`src/hdl/pressure_banded_pulse_driver_macros.svh`:
```
// ----------------------------------------------------------------------------
// Pressure banded pulse driver: assertion macros
// Clocked implication checks used by the driver's assertions.
// ----------------------------------------------------------------------------
`ifndef PRESSURE_BANDED_PULSE_DRIVER_MACROS_SVH
`define PRESSURE_BANDED_PULSE_DRIVER_MACROS_SVH

// same-cycle implication
`define PBPD_ASSERT_NOW(label, clk, rst, ante, cons) \
  label: assert property (@(posedge clk) disable iff (rst) (ante) |-> (cons)) \
    else $error("pbpd same-cycle check failed");

// next-cycle implication
`define PBPD_ASSERT_NEXT(label, clk, rst, ante, cons) \
  label: assert property (@(posedge clk) disable iff (rst) (ante) |=> (cons)) \
    else $error("pbpd next-cycle check failed");

`endif

```
`src/hdl/pbpd_pkg.sv`:
```
// ----------------------------------------------------------------------------
// pbpd_pkg
// Types, register indexes and constants of the pressure banded pulse driver.
// ----------------------------------------------------------------------------
`timescale 1ns / 1ps

package pbpd_pkg;

  localparam int SAMPLE_BITS = 12;
  localparam int TIME_BITS   = 16;
  localparam int BANDS       = 4;
  localparam int BAND_BITS   = 2;
  localparam int CFG_IDX_BITS  = 4;
  localparam int CFG_DATA_BITS = 2 * TIME_BITS;

  // phase codes
  localparam logic [1:0] PH_IDLE = 2'd0;
  localparam logic [1:0] PH_ON   = 2'd1;
  localparam logic [1:0] PH_OFF  = 2'd2;

  // configuration register indexes
  localparam logic [CFG_IDX_BITS-1:0] CFG_THRESHOLD0 = 4'd0;
  localparam logic [CFG_IDX_BITS-1:0] CFG_THRESHOLD1 = 4'd1;
  localparam logic [CFG_IDX_BITS-1:0] CFG_THRESHOLD2 = 4'd2;
  localparam logic [CFG_IDX_BITS-1:0] CFG_THRESHOLD3 = 4'd3;
  localparam logic [CFG_IDX_BITS-1:0] CFG_TIMES0     = 4'd4;
  localparam logic [CFG_IDX_BITS-1:0] CFG_TIMES1     = 4'd5;
  localparam logic [CFG_IDX_BITS-1:0] CFG_TIMES2     = 4'd6;
  localparam logic [CFG_IDX_BITS-1:0] CFG_TIMES3     = 4'd7;

  // reset values: thresholds in ADC codes, times as on/off = 25 ms / 25 ms
  localparam logic [SAMPLE_BITS-1:0] THRESHOLD0_RST = 12'd586;
  localparam logic [SAMPLE_BITS-1:0] THRESHOLD1_RST = 12'd652;
  localparam logic [SAMPLE_BITS-1:0] THRESHOLD2_RST = 12'd725;
  localparam logic [SAMPLE_BITS-1:0] THRESHOLD3_RST = 12'd798;
  localparam logic [CFG_DATA_BITS-1:0] TIMES_RST    = 32'd1638425;

  localparam logic [TIME_BITS-1:0] TIME_MAX = {TIME_BITS{1'b1}};

  typedef struct packed {
    logic [SAMPLE_BITS-1:0] sample;
    logic                   clear_peak;
  } item_t;

  typedef struct packed {
    logic                   relay_on;
    logic [1:0]             phase;
    logic [BAND_BITS-1:0]   band;
    logic [SAMPLE_BITS-1:0] peak_sample;
  } result_t;

endpackage

```
`src/hdl/pressure_banded_pulse_driver.sv`:
```
// ----------------------------------------------------------------------------
// pressure_banded_pulse_driver
// Banded on/off injector relay sequencer driven by 1 ms pressure samples.
// ----------------------------------------------------------------------------
`timescale 1ns / 1ps

// Each transfer on the item channel is one millisecond tick with a 12-bit
// pressure ADC code; each tick produces exactly one result transfer carrying
// the relay drive, the phase (idle / on / off), the selected band and the
// running peak sample. The block takes one item per clock cycle, back to back,
// while the result channel does not stall. An item transfer loads the input
// register; once the result register is free, a single pass of comparators and
// the 16-bit elapsed counter loads the result register and result valid rises.
// The result register and the input register let a new item be taken while
// the previous result waits on result_stall. Thresholds and per-band on/off
// times are written through the cfg port (always ready); write them only while
// no tick is in flight.

`include "pressure_banded_pulse_driver_macros.svh"

module pressure_banded_pulse_driver (
  input  logic                                 clk,
  input  logic                                 rst,
  // tick channel
  input  logic                                 item_valid,
  output logic                                 item_stall,
  input  pbpd_pkg::item_t                      item,
  // result channel
  output logic                                 result_valid,
  input  logic                                 result_stall,
  output pbpd_pkg::result_t                    result,
  // configuration writes
  input  logic                                 cfg_valid,
  output logic                                 cfg_ready,
  input  logic [pbpd_pkg::CFG_IDX_BITS-1:0]    cfg_index,
  input  logic [pbpd_pkg::CFG_DATA_BITS-1:0]   cfg_data
);

  import pbpd_pkg::*;

  // configuration registers
  logic [BANDS-1:0][SAMPLE_BITS-1:0]   threshold;
  logic [BANDS-1:0][CFG_DATA_BITS-1:0] times;

  // sequencer state
  logic [1:0]             phase_reg, phase_next;
  logic [TIME_BITS-1:0]   elapsed_ms, elapsed_next;
  logic [SAMPLE_BITS-1:0] peak_reg, peak_next;

  // input stage
  logic  s1_valid;
  item_t s1_item;

  // handshake
  logic out_ready;
  logic s1_fire;
  logic item_take;

  // datapath
  logic [BANDS-1:0]       ge;
  logic [BAND_BITS-1:0]   band_sel;
  logic                   below;
  logic [BAND_BITS-1:0]   band_out;
  logic [SAMPLE_BITS-1:0] peak_base;
  logic [TIME_BITS-1:0]   elapsed_inc;
  logic [TIME_BITS-1:0]   limit;
  logic                   running;

  assign cfg_ready = 1'b1;

  // ---- configuration ------------------------------------------------------
  always_ff @(posedge clk) begin
    if (rst) begin
      threshold[0] <= THRESHOLD0_RST;
      threshold[1] <= THRESHOLD1_RST;
      threshold[2] <= THRESHOLD2_RST;
      threshold[3] <= THRESHOLD3_RST;
      times[0]     <= TIMES_RST;
      times[1]     <= TIMES_RST;
      times[2]     <= TIMES_RST;
      times[3]     <= TIMES_RST;
    end else if (cfg_valid && cfg_ready) begin
      case (cfg_index)
        CFG_THRESHOLD0: threshold[0] <= cfg_data[SAMPLE_BITS-1:0];
        CFG_THRESHOLD1: threshold[1] <= cfg_data[SAMPLE_BITS-1:0];
        CFG_THRESHOLD2: threshold[2] <= cfg_data[SAMPLE_BITS-1:0];
        CFG_THRESHOLD3: threshold[3] <= cfg_data[SAMPLE_BITS-1:0];
        CFG_TIMES0:     times[0]     <= cfg_data;
        CFG_TIMES1:     times[1]     <= cfg_data;
        CFG_TIMES2:     times[2]     <= cfg_data;
        CFG_TIMES3:     times[3]     <= cfg_data;
        default: ;  // writes past the register list are dropped
      endcase
    end
  end

  // ---- handshake ----------------------------------------------------------
  // The result register frees up when empty or when its transfer completes.
  assign out_ready  = !result_valid || !result_stall;
  assign s1_fire    = s1_valid && out_ready;
  assign item_stall = s1_valid && !out_ready;
  assign item_take  = item_valid && !item_stall;

  always_ff @(posedge clk) begin
    if (rst) begin
      s1_valid     <= 1'b0;
      result_valid <= 1'b0;
    end else begin
      if (item_take) begin
        s1_valid <= 1'b1;
      end else if (s1_fire) begin
        s1_valid <= 1'b0;
      end
      if (s1_fire) begin
        result_valid <= 1'b1;
      end else if (!result_stall) begin
        result_valid <= 1'b0;
      end
    end
  end

  always_ff @(posedge clk) begin
    if (item_take) begin
      s1_item <= item;
    end
  end

  // ---- band classification ------------------------------------------------
  // Thresholds are tested from band 3 down; the first one met wins, so an
  // unordered threshold set still resolves the same way.
  always_comb begin
    for (int i = 0; i < BANDS; i++) begin
      ge[i] = (s1_item.sample >= threshold[i]);
    end
    if (ge[3]) begin
      band_sel = 2'd3;
    end else if (ge[2]) begin
      band_sel = 2'd2;
    end else if (ge[1]) begin
      band_sel = 2'd1;
    end else begin
      band_sel = 2'd0;
    end
    below = !(|ge);
  end

  // ---- peak tracking ------------------------------------------------------
  // clear_peak applies before the sample, so a clear loads the sample itself
  always_comb begin
    peak_base = s1_item.clear_peak ? '0 : peak_reg;
    peak_next = (s1_item.sample > peak_base) ? s1_item.sample : peak_base;
  end

  // ---- phase sequencer ----------------------------------------------------
  always_comb begin
    running     = (phase_reg == PH_ON) || (phase_reg == PH_OFF);
    elapsed_inc = (elapsed_ms == TIME_MAX) ? elapsed_ms : elapsed_ms + 1'b1;
    // on-time sits in the upper half of the band's times word
    limit       = (phase_reg == PH_ON) ? times[band_sel][CFG_DATA_BITS-1:TIME_BITS]
                                       : times[band_sel][TIME_BITS-1:0];
    phase_next   = phase_reg;
    elapsed_next = elapsed_ms;
    band_out     = '0;
    if (!running) begin
      // idle (an unused code is handled as idle); a sample at or above threshold 0 starts a burst
      phase_next = PH_IDLE;
      if (ge[0]) begin
        phase_next   = PH_ON;
        elapsed_next = '0;
        band_out     = band_sel;
      end
    end else if (below) begin
      phase_next   = PH_IDLE;
      elapsed_next = '0;
    end else begin
      band_out = band_sel;
      if (elapsed_inc >= limit) begin
        // phase complete: flip and restart the count
        phase_next   = (phase_reg == PH_ON) ? PH_OFF : PH_ON;
        elapsed_next = '0;
      end else begin
        elapsed_next = elapsed_inc;
      end
    end
  end

  always_ff @(posedge clk) begin
    if (rst) begin
      phase_reg  <= PH_IDLE;
      elapsed_ms <= '0;
      peak_reg   <= '0;
    end else if (s1_fire) begin
      phase_reg  <= phase_next;
      elapsed_ms <= elapsed_next;
      peak_reg   <= peak_next;
    end
  end

  // ---- result register ----------------------------------------------------
  always_ff @(posedge clk) begin
    if (s1_fire) begin
      result.relay_on    <= (phase_next == PH_ON);
      result.phase       <= phase_next;
      result.band        <= band_out;
      result.peak_sample <= peak_next;
    end
  end

  // ---- assertions ---------------------------------------------------------
  `PBPD_ASSERT_NOW(a_relay_phase, clk, rst, result_valid && result.relay_on, result.phase == PH_ON)
  `PBPD_ASSERT_NOW(a_idle_band, clk, rst, result_valid && (result.phase == PH_IDLE), result.band == 2'd0)
  `PBPD_ASSERT_NOW(a_idle_count, clk, rst, phase_reg == PH_IDLE, elapsed_ms == '0)
  `PBPD_ASSERT_NEXT(a_fire_result, clk, rst, s1_fire, result_valid && (result.peak_sample == peak_reg))
  `PBPD_ASSERT_NEXT(a_peak_grows, clk, rst, s1_fire && !s1_item.clear_peak, peak_reg >= $past(peak_reg))

endmodule
```
`config.mk`:
```
export PLATFORM = sky130hd
export DESIGN_NAME = pressure_banded_pulse_driver
export DESIGN_NICKNAME = d
export VERILOG_FILES = /design/src/hdl/pbpd_pkg.sv /design/src/hdl/pressure_banded_pulse_driver.sv
export VERILOG_INCLUDE_DIRS = /design/src /design/src/hdl
export SDC_FILE = /design/constraint.sdc
export NUM_CORES = 1
export LEC_CHECK = 0
export BUFFER_PORTS_ARGS = -buffer_cell sky130_fd_sc_hd__buf_2
export CORE_MARGIN = 3
export CORE_UTILIZATION = 61
export CTS_CLUSTER_DIAMETER = 40
export DETAILED_ROUTE_END_ITERATION = 16
export PLACE_DENSITY_LB_ADDON = 0.08
export SYNTH_ARGS = -nofsm -noshare
export SYNTH_HDL_FRONTEND = slang
export SYNTH_SLANG_ARGS = --single-unit
```
`constraint.sdc`:
```
create_clock -name clk -period 6 [get_ports clk]
set_clock_uncertainty 0.05 [all_clocks]
set_input_delay 0.6 -clock clk [delete_from_list [all_inputs] [get_ports clk]]
set_output_delay 0.6 -clock clk [all_outputs]
set_load 0.02 [all_outputs]
```
==> results.sh, run 1 <==
export IMPL_status="completed"
export IMPL_cts_hold_buf=0
export IMPL_wl_per_cell_um=18.1
export IMPL_initial_core_util=0.626
export IMPL_rsz0062_at_grt="no"
export IMPL_slew_viol_final=0
export IMPL_dp_cells=1647
export IMPL_cts_htree_levels=2
export IMPL_num_rows=50
export IMPL_cp_start_kind="flop"
export IMPL_crit_type="reg -> reg"
export IMPL_netlist_area_mm2=0.0118
export IMPL_viasPerCell=5.80
export IMPL_min_to="s1_item[5]$_DFFE_PP_"
export IMPL_synth_edf_count=30
export IMPL_syn_num_nets=1525
export IMPL_drive_above_1_share=0.144
export IMPL_synthToLayoutAreaGrowth_pct=13.7
export IMPL_cp_arrival_ns=5.36
export IMPL_worst_ep_required_time_ns=6.19
export IMPL_io_buffers=72
export IMPL_worst_path_buf_inv=1
export IMPL_ios=74
export IMPL_postLayoutCoreUtil=0.711
export IMPL_yosys_register_bits=238
export IMPL_fp_dieH_um=145
export IMPL_crit_path_end_kind="flop"
export IMPL_dp_slack_ns=0.853
export IMPL_cts_max_path_buffers=3
export IMPL_holdPathStages=1
export IMPL_grt_overflow=0
export IMPL_clk_latency_ns=0.51
export IMPL_path_cells="ha_1 > a211oi_1 > o21ai_0 > a21oi_1 > o21a_1 > buf_4 > mux2_2 > a222oi_1 > mux2_2 > ha_1 > a21oi_1 > o21ai_0 > a21oi_1 > o21ai_1 > mux2i_1 > nor3b_1 > nor2b_1"
export IMPL_fp_dieW_um=145
export IMPL_cts_sinks=238
export IMPL_post_cts_resized=0
export IMPL_dp_hpwl_um=19600
export IMPL_fin_tns_setup_ns=0
export IMPL_ys_types=53
export IMPL_grt_first_pass_wirelength_um=49700
export IMPL_synth_area_top_cells="dfxtp_1, nand2_1, ha_1, edfxtp_1, a21oi_1"
export IMPL_p_leak_uw=0.00543
export IMPL_setup_viol=0
export IMPL_routed_wl_um=30900
export IMPL_worst_pin_slew_ns=1.31
export IMPL_vdd_drop_max_mv=0.235
export IMPL_synth_top_area_cell="dfxtp_1"
export IMPL_synth_common_cells="nand2_1, dfxtp_1, a21oi_1"
export IMPL_clkTransAtPathRegs_ns=0.05
export IMPL_finalHoldViolCount=0
export IMPL_finalNetCount=1556
export IMPL_startpoint="s1_item[3]$_DFFE_PP_"
export IMPL_maxCapViolCount=0
export IMPL_drtIter0Drc=935
export IMPL_die_area_mm2=0.0210
export IMPL_hold_path_class="in -> reg"
export IMPL_grt_pass1_vias=9592
export IMPL_ys_seq_area_frac=0.430
export IMPL_period_needed_ns=5.17
export IMPL_reg2reg_depth=17
export IMPL_core_area_mm2=0.0188
export IMPL_cts_setup_buffers=0
export IMPL_fmax_ghz=0.194
export IMPL_cp_slowest_stage_delay_ns=0.51
export IMPL_fin_ws_ns=0.832
export IMPL_instances_no_fill=1709
export IMPL_drc=0
export IMPL_vias=9910
export IMPL_avgSynthCellArea_um2=8.46
export IMPL_grt_max_degree=115
export IMPL_holdCritStartpoint="item[5]"
export IMPL_reg2reg_setup_slack_ns=0.83
export IMPL_synth_warnings=0
export IMPL_layout_worst_path_cycle_share=0.861
export IMPL_crit_top_cell="a21oi_1"
export IMPL_cts_made_buffers=35
export IMPL_grt_util_all_layers=0.287
export IMPL_netlist_instances=1393
export IMPL_synth_most_common_cell="nand2_1"
export IMPL_fillers=1485
export IMPL_synth_top_area_share=0.354
export IMPL_cp_slowest_cell="a222oi_1"
export IMPL_path_max_fanout=33
export IMPL_place_congestion=0.866
export IMPL_cp_top_family="compound AO/OA/AOI/OAI gates"
export IMPL_antenna_found_initial=0
export IMPL_async_flop_share=0
export IMPL_r2r_start="s1_item[3]$_DFFE_PP_"
export IMPL_largest_reg_flops=128
export IMPL_regMostFlops="times"
export IMPL_synthFlopType="dfxtp_1"
export IMPL_final_antenna_net_count=0
export IMPL_slew_headroom=0.123
export IMPL_top_regs="times (128), threshold (48), result (17)"
export IMPL_timing_rr_end="result[16]$_DFFE_PP_"
export IMPL_power_density_mw_per_mm2=305
export IMPL_first_pass_iters=6
export IMPL_num_antenna_cells=0
export IMPL_cts_root_buf="clkbuf_16"
export IMPL_tritoncts="built"
-- layout by cell type, fill, tap and decap left out, drive strengths merged, types with 6 or more instances in the layout --
cell type and n:
a222oi 29, a31oi 6, inv 76, mux2 45, a211o 18, mux2i 26, nand3 13, nor3 11
buf 88, nand4 13, ha 78, nor2 90, o21a 19, clkinv 8, nand2 334, a21o 8
a32oi 11, dfxtp 208, a21oi 155, nand3b 31, clkbuf 40, o21ai 20, edfxtp 30, nand2b 14
nor2b 15, and3 6, a211oi 12
-- final cells by class --
class	count	area, um2	area share
multi-input cells	990	6070	0.453
flip-flops and latches	238	5060	0.378
inverters	71	267	0.0199
clock buffers	40	925	0.0691
repair buffers	88	487	0.0364
well taps	260	325	0.0243
clock inverters	22	253	0.0189
-- power by group --
group	internal, uW	switching (uW)	total (uW)	leakage [uW]
logic	120	215	335	0.00289
clock network	1290	770	2060	0.000566
registers	1660	25.6	1680	0.00197
-- metal layers --
layer | share of wire | GRT usage
met5 | 0 | 0
met4 | 0.031 | 0.112
met3 | 0.064 | 0.0468
met2 | 0.49 | 0.501
met1 | 0.41 | 0.357
-- metrics by stage --
step           power [uW]  area (um2)  hold slack [ns]
2_1_floorplan        1940       11800            0.383
3_3_place_gp         2040       12200            0.390
3_5_place_dp         2040       12200            0.395
4_1_cts              4090       13400            0.206
5_1_grt              4210       13400            0.205
6_report             4080       13400            0.218
-- kinds of logic after synthesis --
| group | Yosys count | synth area share |
|---|---|---|
| other | 1 | 0.000318 |
| muxes | 71 | 0.0651 |
| buffers and inverters | 165 | 0.0566 |
| DFF | 238 | 0.430 |
| adders and majority gates | 78 | 0.0829 |
| AOI/OAI and AO/OA | 291 | 0.159 |
| and+or+nand+nor | 543 | 0.202 |
| xor gates and xnor gates | 6 | 0.00446 |
-- worst max-delay path by stage --
stage	end	slack (ns)	cells after the start
2_1_floorplan	elapsed_ms[3]$_SDFFE_PP0P_	1.66	19
4_1_cts	result[16]$_DFFE_PP_	0.83	17
3_5_place_dp	result[16]$_DFFE_PP_	0.85	17
3_3_place_gp	result[16]$_DFFE_PP_	1.02	17
6_report	result[16]$_DFFE_PP_	0.83	17
5_1_grt	result[16]$_DFFE_PP_	0.54	17
(Power assumes the default switching activity.)
==> run 2, diff against run 1 <==
--- a/config.mk
+++ b/config.mk
@@ -9,7 +9,7 @@
 export BUFFER_PORTS_ARGS = -buffer_cell sky130_fd_sc_hd__buf_2
 export CORE_MARGIN = 3
 export CORE_UTILIZATION = 61
-export CTS_CLUSTER_DIAMETER = 40
+export CTS_CLUSTER_DIAMETER = 50
 export DETAILED_ROUTE_END_ITERATION = 16
 export PLACE_DENSITY_LB_ADDON = 0.08
 export SYNTH_ARGS = -nofsm -noshare
==> constraint.sdc (replaced) <==
create_clock -name clk -period 6 [get_ports clk]
set_clock_uncertainty 0.05 [all_clocks]
set_input_delay 0.9 -clock clk [delete_from_list [all_inputs] [get_ports clk]]
set_output_delay 0.9 -clock clk [all_outputs]
set_load 0.02 [all_outputs]
==> run 2 against run 1 <==
  * Setup slack got worse by 0.13 ns
  * Hold slack improved by 0.18 ns
  * Register-to-register slack got worse by 0.13 ns
==> results.sh, run 2 (same netlist as run 1, synthesis figures left out) <==
export IMPL_status="completed"
export IMPL_cp_arrival_ns=5.52
export IMPL_vdd_drop_max_mv=0.217
export IMPL_dp_hpwl_um=20000
export IMPL_grt_first_pass_wirelength_um=49300
export IMPL_io_buffers=72
export IMPL_grt_max_degree=124
export IMPL_cts_hold_buf=0
export IMPL_cts_setup_buffers=0
export IMPL_worst_pin_slew_ns=1.25
export IMPL_cts_made_buffers=29
export IMPL_grt_pass1_vias=9525
export IMPL_fp_dieW_um=145
export IMPL_slew_headroom=0.163
export IMPL_die_area_mm2=0.0210
export IMPL_report_power_total_uw=3670
export IMPL_rsz0062_at_grt="no"
export IMPL_drtIter0Drc=835
export IMPL_power_density_mw_per_mm2=279
export IMPL_regMostFlops="times"
export IMPL_cts_max_path_buffers=3
export IMPL_finalHoldViolCount=0
export IMPL_maxCapViolCount=0
export IMPL_vias=9945
export IMPL_crit_type="reg -> reg"
export IMPL_cts_htree_levels=1
export IMPL_top_regs="times (128), threshold (48), result (17)"
export IMPL_path_max_fanout=22
export IMPL_clk_latency_ns=0.53
export IMPL_cts_sinks=238
export IMPL_largest_reg_flops=128
export IMPL_drc=0
export IMPL_synthToLayoutAreaGrowth_pct=11.4
export IMPL_fmax_ghz=0.189
export IMPL_routed_wl_um=30500
export IMPL_core_area_mm2=0.0188
export IMPL_final_cell_mix="nand2_1, dfxtp_1, a21oi_1, nor2_1, ha_1"
export IMPL_first_pass_iters=8
export IMPL_layout_worst_path_cycle_share=0.882
export IMPL_num_antenna_cells=0
export IMPL_fp_dieH_um=145
export IMPL_clkTransAtPathRegs_ns=0.06
export IMPL_layout_commonest_cell="nand2_1"
export IMPL_cp_start_kind="flop"
export IMPL_cts_root_buf="clkbuf_16"
export IMPL_viasPerCell=5.86
export IMPL_antenna_found_initial=1
export IMPL_grt_util_all_layers=0.283
export IMPL_final_antenna_net_count=0
export IMPL_period_needed_ns=5.29
export IMPL_grt_overflow=0
export IMPL_post_cts_resized=0
export IMPL_drive_above_1_share=0.136
export IMPL_hold_path_class="reg -> reg"
export IMPL_initial_core_util=0.626
export IMPL_crit_path_end_kind="flop"
export IMPL_ios=74
export IMPL_p_leak_uw=0.00531
export IMPL_finalNetCount=1550
export IMPL_setup_viol=0
export IMPL_place_congestion=0.876
export IMPL_fin_tns_setup_ns=0
export IMPL_num_rows=50
export IMPL_tritoncts="built"
export IMPL_wl_per_cell_um=18.0
export IMPL_slew_viol_final=0
export IMPL_worst_ep_required_time_ns=6.23
-- run 2: cell types whose count changed in the layout (fill, tap and decap cells not counted), moves of 2 or more --
cell and delta:
clkbuf_16 -6, inv_6 -5, bufinv_16 -3, clkinv_2 +3, clkinvlp_4 -3, clkinv_4 +2
-- run 2: cell type report --
cell class / instances / area (um2)
tap: 260 / 325
clock inverter: 14 / 119
inverter: 71 / 267
clock buffer: 36 / 792
sequential: 238 / 5060
multi-input combinational: 990 / 6070
timing repair buffer: 88 / 487
fill: 1524 / 5710
-- run 2: final timing paths --
path | startpoint | endpoint | slack (ns) | cells past startpoint
worst max-delay path | s1_item[3]$_DFFE_PP_ | result[16]$_DFFE_PP_ | 0.71 | 17
worst min-delay path | times[12]$_SDFFE_PP0P_ | times[12]$_SDFFE_PP0P_ | 0.40 | 2
worst max register to register | s1_item[3]$_DFFE_PP_ | result[16]$_DFFE_PP_ | 0.71 | 17
worst min register to register | times[12]$_SDFFE_PP0P_ | times[12]$_SDFFE_PP0P_ | 0.40 | 2
-- run 2: critical path, cell delays in order (launching register included) --
cell and delay [ns]:
edfxtp_1 0.51, ha_1 0.34, a211oi_1 0.21, o21ai_1 0.12
a211oi_2 0.27, o21ai_0 0.22, nor2_2 0.87, buf_4 0.34
a222oi_1 0.11, mux2_2 0.30, ha_1 0.30, nand2_1 0.08
nor2_1 0.14, nand2_1 0.07, o21ai_1 0.52, mux2i_1 0.16
nor3b_1 0.33, nor2b_1 0.08
-- run 2: per-stage QoR --
stage                     setup WS [ns]  hold slack, ns  utilization  cell area [um2]  std cells
after global routing              0.353           0.420        0.697            13100       1697
after CTS                         0.774           0.404        0.697            13100       1697
after global placement            0.905           0.389        0.648            12200       1647
after detailed placement          0.815           0.396        0.648            12200       1647
final                             0.707           0.399        0.697            13100       1697
after floorplan                    1.66           0.383            -            11800       1393
-- run 2: per-layer routing --
metal	track usage	part of all wire	vias to the layer above
li1	-	-	4848
met1	0.358	0.42	4706
met2	0.491	0.49	310
met3	0.0378	0.052	79
met4	0.111	0.040	2
met5	0	0.00023	-
-- run 2: report_power, final --
part / leakage (uW) / internal, uW / switching, uW / total [uW]
logic: 0.00289 / 120 / 213 / 333
registers: 0.00197 / 1650 / 25.7 / 1680
clock network: 0.000449 / 977 / 675 / 1650
total: 0.00531 / 2750 / 914 / 3670
==> run 3, diff against run 2 <==
--- a/config.mk
+++ b/config.mk
@@ -8,10 +8,11 @@
 export LEC_CHECK = 0
 export BUFFER_PORTS_ARGS = -buffer_cell sky130_fd_sc_hd__buf_2
 export CORE_MARGIN = 3
-export CORE_UTILIZATION = 61
+export CORE_UTILIZATION = 55
 export CTS_CLUSTER_DIAMETER = 50
 export DETAILED_ROUTE_END_ITERATION = 16
 export PLACE_DENSITY_LB_ADDON = 0.08
+export REMOVE_ABC_BUFFERS = 1
 export SYNTH_ARGS = -nofsm -noshare
 export SYNTH_HDL_FRONTEND = slang
 export SYNTH_SLANG_ARGS = --single-unit
==> constraint.sdc (replaced) <==
create_clock -name clk -period 4.59 [get_ports clk]
set_clock_uncertainty 0.05 [all_clocks]
set_input_delay 0.918 -clock clk [delete_from_list [all_inputs] [get_ports clk]]
set_output_delay 0.918 -clock clk [all_outputs]
set_load 0.02 [all_outputs]
==> run 3 against run 2 <==
  * First-iteration DRC count shrank 4.0%
  * Count of clock-buffer cells in the layout rose by 5
  * Sequential power rose by 30%
  * Power up 33%
  * Combinational power increased by 45%
  * Critical path type unchanged
==> results.sh, run 3 (same netlist as run 1, synthesis figures left out) <==
export IMPL_vdd_drop_max_mv=0.356
export IMPL_timing_rr_end="elapsed_ms[8]$_SDFFE_PP0P_"
export IMPL_first_pass_iters=9
export IMPL_slew_headroom=0.124
export IMPL_status="completed"
export IMPL_r2r_start="s1_item[6]$_DFFE_PP_"
export IMPL_top_regs="times (128), threshold (48), result (17)"
export IMPL_fmax_ghz=0.231
export IMPL_cts_max_path_buffers=3
export IMPL_hold_path_class="reg -> reg"
export IMPL_antenna_found_initial=0
export IMPL_cts_hold_buf=0
export IMPL_design_area_mm2=0.0135
export IMPL_worst_pin_slew_ns=1.31
export IMPL_place_congestion=0.881
export IMPL_initial_core_util=0.571
export IMPL_worst_ep_required_time_ns=5.02
export IMPL_hold_ws_ns=0.403
export IMPL_cp_start_kind="flop"
export IMPL_reg2reg_setup_slack_ns=0.27
export IMPL_grt_first_pass_wirelength_um=50400
export IMPL_largest_reg_flops=128
export IMPL_clkTransAtPathRegs_ns=0.06
export IMPL_grt_max_degree=94
export IMPL_finalHoldViolCount=0
export IMPL_grt_overflow=0
export IMPL_drive_above_1_share=0.161
export IMPL_fin_tns_setup_ns=0
export IMPL_viasPerCell=5.74
export IMPL_period_needed_ns=4.32
export IMPL_drc=0
export IMPL_grt_pass1_vias=9734
export IMPL_cts_sinks=238
export IMPL_postLayoutCoreUtil=0.655
export IMPL_placed_cell_area_mm2=0.0124
export IMPL_met1_usage=0.336
export IMPL_tritoncts="built"
export IMPL_dp_hpwl_um=20400
export IMPL_cp_endpoint="elapsed_ms[8]$_SDFFE_PP0P_"
export IMPL_crit_path_end_kind="flop"
export IMPL_ios=74
export IMPL_vias=9989
export IMPL_cp_arrival_ns=4.75
export IMPL_cts_made_buffers=29
export IMPL_maxCapViolCount=0
export IMPL_layout_worst_path_cycle_share=0.941
export IMPL_grtUsageMet2=0.457
export IMPL_synthToLayoutAreaGrowth_pct=14.7
export IMPL_routed_wl_um=31400
export IMPL_path_max_fanout=11
export IMPL_top_usage_layer="met2"
export IMPL_power_density_mw_per_mm2=360
export IMPL_cts_htree_levels=1
export IMPL_layout_commonest_cell="nand2_1"
export IMPL_cts_root_buf="clkbuf_16"
export IMPL_fp_dieH_um=152
export IMPL_clk_latency_ns=0.55
export IMPL_grt_util_all_layers=0.260
export IMPL_crit_type="reg -> reg"
export IMPL_final_cell_mix="nand2_1, dfxtp_1, a21oi_1, nor2_1, ha_1"
export IMPL_use_met3=0.0341
export IMPL_fp_dieW_um=152
export IMPL_startpoint="s1_item[6]$_DFFE_PP_"
export IMPL_regMostFlops="times"
export IMPL_die_area_mm2=0.0232
export IMPL_reg2reg_depth=20
export IMPL_finalNetCount=1579
export IMPL_wl_per_cell_um=18.1
export IMPL_drtIter0Drc=802
export IMPL_p_leak_uw=0.00550
export IMPL_final_antenna_net_count=0
export IMPL_slew_viol_final=0
export IMPL_num_rows=52
export IMPL_report_power_total_uw=4870
export IMPL_io_buffers=72
export IMPL_core_area_mm2=0.0206
export IMPL_num_antenna_cells=0
export IMPL_setup_viol=0
==> run 3: how the worst min path moves through the flow <==
stage / slack (ns) / end / cells past startpoint / from
after floorplan: 0.38 / times[10]$_SDFFE_PP0P_ / 2 / times[10]$_SDFFE_PP0P_
after global placement: 0.39 / times[8]$_SDFFE_PP0P_ / 2 / times[8]$_SDFFE_PP0P_
after detailed placement: 0.40 / times[120]$_SDFFE_PP0P_ / 2 / times[120]$_SDFFE_PP0P_
after CTS: 0.40 / times[120]$_SDFFE_PP0P_ / 2 / times[120]$_SDFFE_PP0P_
after global routing: 0.42 / times[39]$_SDFFE_PP0P_ / 2 / times[39]$_SDFFE_PP0P_
final: 0.40 / times[28]$_SDFFE_PP0P_ / 2 / times[28]$_SDFFE_PP0P_
==> run 3: layout make-up <==
cell class | count | area (um2)
fill | 1780 | 7110
timing repair buffer | 117 | 779
clock buffer | 41 | 841
multi-input combinational | 990 | 6130
inverter | 71 | 267
clock inverter | 13 | 90.1
tap | 270 | 338
sequential | 238 | 5060
==> run 3: routing by layer <==
metal / share of wire / up-vias
li1: - / 4918
met1: 0.43 / 4747
met2: 0.49 / 265
met3: 0.046 / 59
met4: 0.028 / 0
met5: 0 / -
==> run 3: through the flow <==
stage	cells	setup WS [ns]
after floorplan	1299	-0.707
after global placement	1680	0.0974
after detailed placement	1680	0.00673
after CTS	1734	0.0311
after global routing	1740	-0.0136
final	1740	0.270
==> run 3: critical path, cell delays in order (launching register included) <==
cell and delay, ns:
edfxtp_1 0.55, ha_4 0.28, a21oi_1 0.13, o21ai_0 0.11
a21oi_2 0.19, o21a_2 0.24, buf_4 0.15, clkbuf_16 0.17
mux2_2 0.34, a222oi_1 0.36, mux2_2 0.25, ha_1 0.23
nor2_1 0.11, nor2_1 0.05, a21oi_1 0.17, o21ai_1 0.08
buf_4 0.17, nor3_4 0.18, buf_6 0.17, o211ai_1 0.09
a21oi_1 0.19
==> run 3: where the power goes <==
part           internal, uW  total, uW  switching, uW
combinational           188        483            295
clock                  1280       2190            909
sequential             2160       2190           29.6
==> run 3: timing repair <==
action,in CTS,in global routing
resized for setup,1,19
setup endpoints to repair,4,21
cloned,0,2
buffers inserted,0,4
pin swaps,0,8
